## config.mk

```make
export PLATFORM = sky130hd
export DESIGN_NAME = sorted_priority_queue_core
export DESIGN_NICKNAME = d
export VERILOG_FILES = /design/src/hdl/spq_pkg.sv /design/src/hdl/spq_datapath.sv /design/src/hdl/spq_ctrl.sv /design/src/hdl/sorted_priority_queue_core.sv
export SDC_FILE = /design/constraint.sdc
export NUM_CORES = 2
export LEC_CHECK = 0
export BUFFER_PORTS_ARGS = -buffer_cell sky130_fd_sc_hd__buf_2
export CELL_PAD_IN_SITES_DETAIL_PLACEMENT = 0
export CELL_PAD_IN_SITES_GLOBAL_PLACEMENT = 1
export CORE_UTILIZATION = 30
export CTS_CLUSTER_SIZE = 10
export DETAILED_ROUTE_END_ITERATION = 16
export GPL_ROUTABILITY_DRIVEN = 0
export HOLD_SLACK_MARGIN = 0.06
export PLACE_DENSITY = 0.53
export SLEW_MARGIN = 5
export SYNTH_ARGS = -nofsm -noshare
export SYNTH_HDL_FRONTEND = slang
export SYNTH_SLANG_ARGS = --single-unit
```

## constraint.sdc

```tcl
create_clock -name clk -period 17.4 [get_ports clk]
set_input_delay 0.87 -clock clk [delete_from_list [all_inputs] [get_ports clk]]
set_output_delay 0.87 -clock clk [all_outputs]
set_load 0.01 [all_outputs]
```

## src/hdl/spq_pkg.sv

```systemverilog
package spq_pkg;

  typedef enum logic [1:0] {
    CMD_PUSH   = 2'd0,
    CMD_POP    = 2'd1,
    CMD_PEEK   = 2'd2,
    CMD_CHANGE = 2'd3
  } cmd_t;

  typedef enum logic [1:0] {
    ST_OK        = 2'd0,
    ST_EMPTY     = 2'd1,
    ST_NOT_FOUND = 2'd2,
    ST_FULL      = 2'd3
  } status_t;

  localparam int VALUE_W = 32;
  localparam int PRIO_W  = 16;
  localparam int OCC_W   = 5;

  typedef struct packed {
    logic [1:0]                 cmd;
    logic signed [VALUE_W-1:0]  item_value;
    logic signed [PRIO_W-1:0]   item_priority;
  } in_word_t;

  typedef struct packed {
    logic signed [VALUE_W-1:0]  head_value;
    logic [1:0]                 status;
    logic [OCC_W-1:0]           occupancy;
  } out_word_t;

  typedef enum logic [2:0] {
    DP_NOP,
    DP_INSERT_IN,
    DP_INSERT_HELD,
    DP_REMOVE_HEAD,
    DP_REMOVE_MATCH
  } dp_op_t;

  // controller to datapath
  typedef struct packed {
    dp_op_t     op;
    logic       hold_item;
    logic       out_load;
    logic       out_head;
    status_t    out_status;
  } dp_cmd_t;

  // datapath to controller
  typedef struct packed {
    logic empty;
    logic full;
    logic found;
  } dp_stat_t;

  typedef enum logic {
    S_IDLE,
    S_REINSERT
  } state_t;

endpackage

```

## src/hdl/spq_datapath.sv

```systemverilog
module spq_datapath
  import spq_pkg::*;
#(
  parameter int CAPACITY = 16
) (
  input  logic      clk,
  input  logic      rst_n,
  input  in_word_t  in_word,
  input  dp_cmd_t   cmd,
  output dp_stat_t  stat,
  output out_word_t out_word
);

  localparam int CW = $clog2(CAPACITY + 1);

  logic signed [VALUE_W-1:0] val_r [CAPACITY];
  logic signed [PRIO_W-1:0]  pri_r [CAPACITY];
  logic signed [VALUE_W-1:0] val_nxt [CAPACITY];
  logic signed [PRIO_W-1:0]  pri_nxt [CAPACITY];
  logic [CW-1:0]             count_r, count_nxt;

  logic signed [VALUE_W-1:0] held_val_r;
  logic signed [PRIO_W-1:0]  held_pri_r;
  out_word_t                 out_word_r;

  logic signed [VALUE_W-1:0] ins_val;
  logic signed [PRIO_W-1:0]  ins_pri;
  logic [CAPACITY-1:0]       live, ahead, ahead_prev, match, before_first, take_next;

  assign ins_val = (cmd.op == DP_INSERT_HELD) ? held_val_r : in_word.item_value;
  assign ins_pri = (cmd.op == DP_INSERT_HELD) ? held_pri_r : in_word.item_priority;

  always_comb begin
    for (int i = 0; i < CAPACITY; i++) begin
      live[i]  = CW'(i) < count_r;
      ahead[i] = live[i] && (pri_r[i] >= ins_pri);
      match[i] = live[i] && (val_r[i] == in_word.item_value);
    end
  end

  assign ahead_prev = {ahead[CAPACITY-2:0], 1'b1};
  // ones strictly below the first matching entry
  assign before_first = (match - CAPACITY'(1)) & ~match;
  assign take_next = (cmd.op == DP_REMOVE_MATCH) ? ~before_first : '1;

  assign stat.empty = (count_r == '0);
  assign stat.full  = (count_r == CW'(CAPACITY));
  assign stat.found = |match;

  always_comb begin
    int prv;
    int nxt;
    count_nxt = count_r;
    for (int i = 0; i < CAPACITY; i++) begin
      prv = (i == 0) ? 0 : i - 1;
      nxt = (i == CAPACITY - 1) ? i : i + 1;
      val_nxt[i] = val_r[i];
      pri_nxt[i] = pri_r[i];
      case (cmd.op)
        DP_INSERT_IN, DP_INSERT_HELD: begin
          if (!ahead[i]) begin
            if (ahead_prev[i]) begin
              val_nxt[i] = ins_val;
              pri_nxt[i] = ins_pri;
            end else begin
              val_nxt[i] = val_r[prv];
              pri_nxt[i] = pri_r[prv];
            end
          end
        end
        DP_REMOVE_HEAD, DP_REMOVE_MATCH: begin
          if (take_next[i]) begin
            val_nxt[i] = val_r[nxt];
            pri_nxt[i] = pri_r[nxt];
          end
        end
        default: begin
        end
      endcase
    end
    case (cmd.op)
      DP_INSERT_IN, DP_INSERT_HELD:    count_nxt = count_r + CW'(1);
      DP_REMOVE_HEAD, DP_REMOVE_MATCH: count_nxt = count_r - CW'(1);
      default:                         count_nxt = count_r;
    endcase
  end

  always_ff @(posedge clk) begin
    for (int i = 0; i < CAPACITY; i++) begin
      val_r[i] <= val_nxt[i];
      pri_r[i] <= pri_nxt[i];
    end
    if (cmd.hold_item) begin
      held_val_r <= in_word.item_value;
      held_pri_r <= in_word.item_priority;
    end
    if (cmd.out_load) begin
      out_word_r.head_value <= cmd.out_head ? val_r[0] : '0;
      out_word_r.status     <= cmd.out_status;
      out_word_r.occupancy  <= OCC_W'(count_nxt);
    end
  end

  always_ff @(posedge clk) begin
    if (!rst_n) begin
      count_r <= '0;
    end else begin
      count_r <= count_nxt;
    end
  end

  assign out_word = out_word_r;

endmodule

```

## src/hdl/spq_ctrl.sv

```systemverilog
module spq_ctrl
  import spq_pkg::*;
(
  input  logic       clk,
  input  logic       rst_n,
  input  logic       in_valid,
  output logic       in_ready,
  input  logic [1:0] in_cmd,
  output logic       out_valid,
  input  logic       out_ready,
  input  dp_stat_t   stat,
  output dp_cmd_t    cmd
);

  state_t state_r, state_nxt;
  logic   out_valid_r, out_valid_nxt;
  logic   accept;

  assign in_ready = (state_r == S_IDLE) && (!out_valid_r || out_ready);
  assign accept   = in_valid && in_ready;

  always_comb begin
    state_nxt = state_r;
    case (state_r)
      S_IDLE: begin
        if (accept && (in_cmd == CMD_CHANGE) && stat.found) begin
          state_nxt = S_REINSERT;
        end
      end
      S_REINSERT: state_nxt = S_IDLE;
      default:    state_nxt = S_IDLE;
    endcase
  end

  always_comb begin
    cmd = '{op: DP_NOP, hold_item: 1'b0, out_load: 1'b0, out_head: 1'b0,
            out_status: ST_OK};
    case (state_r)
      S_IDLE: begin
        if (accept) begin
          case (in_cmd)
            CMD_PUSH: begin
              cmd.out_load = 1'b1;
              if (stat.full) begin
                cmd.out_status = ST_FULL;
              end else begin
                cmd.op = DP_INSERT_IN;
              end
            end
            CMD_POP: begin
              cmd.out_load = 1'b1;
              if (stat.empty) begin
                cmd.out_status = ST_EMPTY;
              end else begin
                cmd.op       = DP_REMOVE_HEAD;
                cmd.out_head = 1'b1;
              end
            end
            CMD_PEEK: begin
              cmd.out_load = 1'b1;
              if (stat.empty) begin
                cmd.out_status = ST_EMPTY;
              end else begin
                cmd.out_head = 1'b1;
              end
            end
            CMD_CHANGE: begin
              if (stat.found) begin
                cmd.op        = DP_REMOVE_MATCH;
                cmd.hold_item = 1'b1;
              end else begin
                cmd.out_load   = 1'b1;
                cmd.out_status = ST_NOT_FOUND;
              end
            end
            default: begin
            end
          endcase
        end
      end
      S_REINSERT: begin
        cmd.op       = DP_INSERT_HELD;
        cmd.out_load = 1'b1;
      end
      default: begin
      end
    endcase
  end

  always_comb begin
    if (cmd.out_load) begin
      out_valid_nxt = 1'b1;
    end else if (out_ready) begin
      out_valid_nxt = 1'b0;
    end else begin
      out_valid_nxt = out_valid_r;
    end
  end

  always_ff @(posedge clk) begin
    if (!rst_n) begin
      state_r     <= S_IDLE;
      out_valid_r <= 1'b0;
    end else begin
      state_r     <= state_nxt;
      out_valid_r <= out_valid_nxt;
    end
  end

  assign out_valid = out_valid_r;

  // the output slot is always free while the moved entry goes back in
  a_reinsert_slot_free: assert property (@(posedge clk) disable iff (!rst_n)
    state_r == S_REINSERT |-> !out_valid_r)
    else $error("output word pending during reinsert");

  a_reinsert_gives_word: assert property (@(posedge clk) disable iff (!rst_n)
    state_r == S_REINSERT |=> out_valid_r && state_r == S_IDLE)
    else $error("change command produced no word");

  a_no_insert_when_full: assert property (@(posedge clk) disable iff (!rst_n)
    cmd.op == DP_INSERT_IN |-> !stat.full)
    else $error("insert issued into a full store");

  a_remove_needs_entry: assert property (@(posedge clk) disable iff (!rst_n)
    (cmd.op == DP_REMOVE_HEAD || cmd.op == DP_REMOVE_MATCH) |-> !stat.empty)
    else $error("remove issued on an empty store");

endmodule

```

## src/hdl/sorted_priority_queue_core.sv

```systemverilog
// sorted priority queue, up to CAPACITY entries kept in descending priority
// order; equal priorities keep arrival order
// input channel in_valid/in_ready/in_word carries one command word:
//   push, pop, peek or change-priority of the first entry holding a value
// output channel out_valid/out_ready/out_word returns one word per command:
//   head value (pop/peek), status and occupancy after the command
// result: the word is registered and shows in the cycle after accept, but a
//   change-priority that finds its value first removes it and then inserts
//   it in the reinsert state, as the register array shifts once per cycle
// throughput: one command per cycle for push, pop, peek and failed change
//   while the receiver takes each word; no command is taken while reinserting
// a new command is taken in the same cycle the pending result is taken, so
//   a stalled receiver holds off the input only while a word waits
// reset: synchronous, active low; the queue comes up empty and no word is
//   pending; stored entries are not cleared, only the count
module sorted_priority_queue_core
  import spq_pkg::*;
#(
  parameter int CAPACITY = 16
) (
  input  logic      clk,
  input  logic      rst_n,
  input  logic      in_valid,
  output logic      in_ready,
  input  in_word_t  in_word,
  output logic      out_valid,
  input  logic      out_ready,
  output out_word_t out_word
);

  dp_cmd_t  cmd;
  dp_stat_t stat;

  spq_ctrl u_ctrl (
    .clk       (clk),
    .rst_n     (rst_n),
    .in_valid  (in_valid),
    .in_ready  (in_ready),
    .in_cmd    (in_word.cmd),
    .out_valid (out_valid),
    .out_ready (out_ready),
    .stat      (stat),
    .cmd       (cmd)
  );

  spq_datapath #(
    .CAPACITY (CAPACITY)
  ) u_datapath (
    .clk      (clk),
    .rst_n    (rst_n),
    .in_word  (in_word),
    .cmd      (cmd),
    .stat     (stat),
    .out_word (out_word)
  );

endmodule

```

==> flow_metrics.tcl <==
set metrics [dict create \
    worstPathArrival_ps 8030 \
    via_per_inst 5.31 \
    setup_viol 0 \
    synth.distinct_cells 77 \
    tightest_slew_ps 1070 \
    drtPass1Iterations 6 \
    synth-simple-area-share_pct 11.4 \
    drt.antenna.violating_nets 0 \
    synth_compound_gate_area_share_pct 9.69 \
    rows 157 \
    antenna_found_initial 10 \
    ys.flop_type "edfxtp_1" \
    timing.final.crit_share_pct 43.3 \
    grt_pass1_vias 39800 \
    die_area_sq_um 187000 \
    synth_seq_cells 862 \
    nNetsFinal 5420 \
    cts_resized 0 \
    synth.mux.area_fraction_pct 14.9 \
    slew_headroom_pct 28.9 \
    crit_type "flop to flop" \
    dr_wl_met2_mm 93.7 \
    max_freq_ghz 0.133 \
    cts_made_buffers 107 \
    leakage_nw 20.5 \
    post_cts_buffers 0 \
    final_util_pct 33.6 \
    hold_buffers 0 \
    clkTransAtPathRegs_ps 60 \
    met1_length_mm 95.9 \
    wirelength_mm 209 \
    syn_area_per_cell_sq_um 10.7 \
    top_layer "met4" \
    irDropWorstVdd_mv 0.0740 \
    min_path_type "primary input to flop" \
    worstPathRequired_ps 17900 \
    dp_hpwl_mm 154 \
    synth_top_family_by_area "multiplexers" \
    rrSetupSlack_ps 9870 \
    finalSetupTns_ps 0 \
    coreArea_sq_um 183000 \
    start_util_pct 30.2 \
    hp-start "in_word[12]" \
    skew_ps 36.8 \
    p_per_area_nw_per_um2 82.8 \
    holdWs_ps 320 \
    crit_path_end_kind "flop" \
    yosysMostFrequentCell "edfxtp_1" \
    r2r_start "u_datapath.count_r[2]$_SDFF_PN0_" \
    cts.sinks 862 \
    synth_nets 5500 \
    timing.rr.end "u_datapath.val_r[0][30]$_DFFE_PP_" \
    start_kind "flop" \
    htree_levels 3 \
    rsz0062_at_grt "false" \
    drc 0 \
    wl_met3_mm 10.1 \
    synthAdderAreaFrac_pct 5.76 \
    ys_top_cells_by_area "edfxtp_1 46%, mux2i_1 12%, o21ai_1 6.2%, xor2_1 5.8%, ha_1 5.6%" \
    grt_pass1_wl_mm 298 \
    io_pins 95 \
    cts_tree "yes" \
    reg2reg_depth 13 \
    timing_hold_violations_final 0 \
    drive_gt1_share_pct 9.01 \
    cap_viol_max_count 0 \
    hold_depth 1 \
    wl_per_cell_um 27.3 \
    status "complete, no violations" \
    overflow 0 \
    dp_cells 7472 \
    final_cells 7659 \
    yosysTopAreaCellShare_pct 46.3 \
    clk_path_buf_depth 3 \
    die_w_um 432 \
    synthTopCellsByCount "855 x edfxtp_1, 753 x nand2_1, 691 x o21ai_1, 682 x mux2i_1, 367 x xor2_1" \
    yosys_warnings 0 \
    synth_xor_area_share_pct 8.46 \
    drv_slew 0 \
    yosysSeqAreaShare_pct 46.5 \
    grt_max_degree 238 \
    root_buffer "clkbuf_16" \
    syn_to_final_growth_pct 11.1 \
    synth_edf_count 855 \
    async_reset_ff_share_pct 0 \
    die_y_um 432 \
    port-buffer-count 94 \
    insertion_delay_ps 760 \
    yosysTopAreaCell "edfxtp_1" \
    synth_cells 5197 \
    path_max_fanout 236 \
    grt_use_total_pct 21.9 \
    first_iter_violations 3860 \
    worst_hold_path.endpoint "u_datapath.held_pri_r[12]$_DFFE_PP_" \
    synth_area_sq_um 55500 \
    vias 40700 \
    fin_crit_ps 7530 \
]
[state kept, by name, indices dropped and copies added (netlist names)]
signal	cells
u_ctrl.out_valid	1
u_datapath.val_r	512
u_ctrl.state_r	1
u_datapath.held_val_r	32
u_datapath.pri_r	256
u_datapath.out_word	39
u_datapath.held_pri_r	16
u_datapath.count_r	5
[through the flow]
stage | setup slack (ps) | area [sq um] | power [mW]
after floorplan | 8950 | 55500 | 2.79
after global placement | 9720 | 58500 | 3.01
after detailed placement | 9680 | 58500 | 3.02
after CTS | 10000 | 61600 | 5.16
after global routing | 9600 | 61600 | 5.28
final | 9870 | 61600 | 5.11
[final cells by class]
| class | count | area [sq um] |
|---|---|---|
| fillers | 18700 | 122000 |
| multi-input cells | 3912 | 28200 |
| flip-flops and latches | 862 | 25800 |
| well taps | 2464 | 3080 |
| clock buffers | 145 | 2860 |
| repair buffers | 182 | 1170 |
| clock inverters | 40 | 299 |
| inverters | 52 | 195 |
| diodes | 2 | 5.00 |
[cells by family after synthesis]
logic type | Yosys count
simple gates | 1343
flops | 862
compound gates | 966
fa+ha+maj | 257
xor+xnor | 536
buf+inv | 423
mux | 810
[cell usage in the layout (no fill, tap or decap), drive strengths merged, types with 49 or more instances in the layout]
cell    count
edfxtp    855
nand2     753
o21ai     716
mux2i     682
xor2      367
ha        249
buf       182
xnor2     169
clkbuf    145
nor4      142
mux2      128
nand4     124
a21o       99
nor2       88
a21oi      66
inv        57
nor3       49
[how the worst max path moves through the flow]
| stage | end | slack [ps] | cells after the start | start |
|---|---|---|---|---|
| 2_1_floorplan | u_datapath.pri_r[7][0]$_DFFE_PP_ | 8950 | 17 | u_ctrl.state_r$_SDFF_PP0_ |
| 3_3_place_gp | u_datapath.val_r[0][28]$_DFFE_PP_ | 9720 | 14 | in_word[16] |
| 3_5_place_dp | u_datapath.val_r[0][30]$_DFFE_PP_ | 9680 | 14 | in_word[16] |
| 4_1_cts | u_datapath.val_r[0][30]$_DFFE_PP_ | 10000 | 13 | u_datapath.count_r[2]$_SDFF_PN0_ |
| 5_1_grt | u_datapath.val_r[0][28]$_DFFE_PP_ | 9600 | 13 | u_datapath.count_r[2]$_SDFF_PN0_ |
| 6_report | u_datapath.val_r[0][30]$_DFFE_PP_ | 9870 | 13 | u_datapath.count_r[2]$_SDFF_PN0_ |
[layer usage]
layer | GRT usage (%) | vias up
met5 | 0 | -
met4 | 9.72 | 0
met3 | 2.44 | 333
met2 | 34.1 | 1373
met1 | 30.4 | 20000
li1 | - | 19000
[worst max-delay path: stages (launching register included)]
cell and delay [ps]:
dfxtp_1 590, and3_1 410, nor3_1 820, or4_1 250, nor3_1 70, or4_1 610
o41ai_4 510, buf_4 280, mux2i_4 290, buf_4 840, buf_12 590, buf_12 730
buf_4 640, mux2_1 380
[power breakdown]
group | internal (mW) | total, mW | switching (mW)
combinational | 0.183 | 0.572 | 0.390
sequential | 2.35 | 2.41 | 0.0598
clock | 1.17 | 2.12 | 0.950
(Power assumes the default switching activity.)
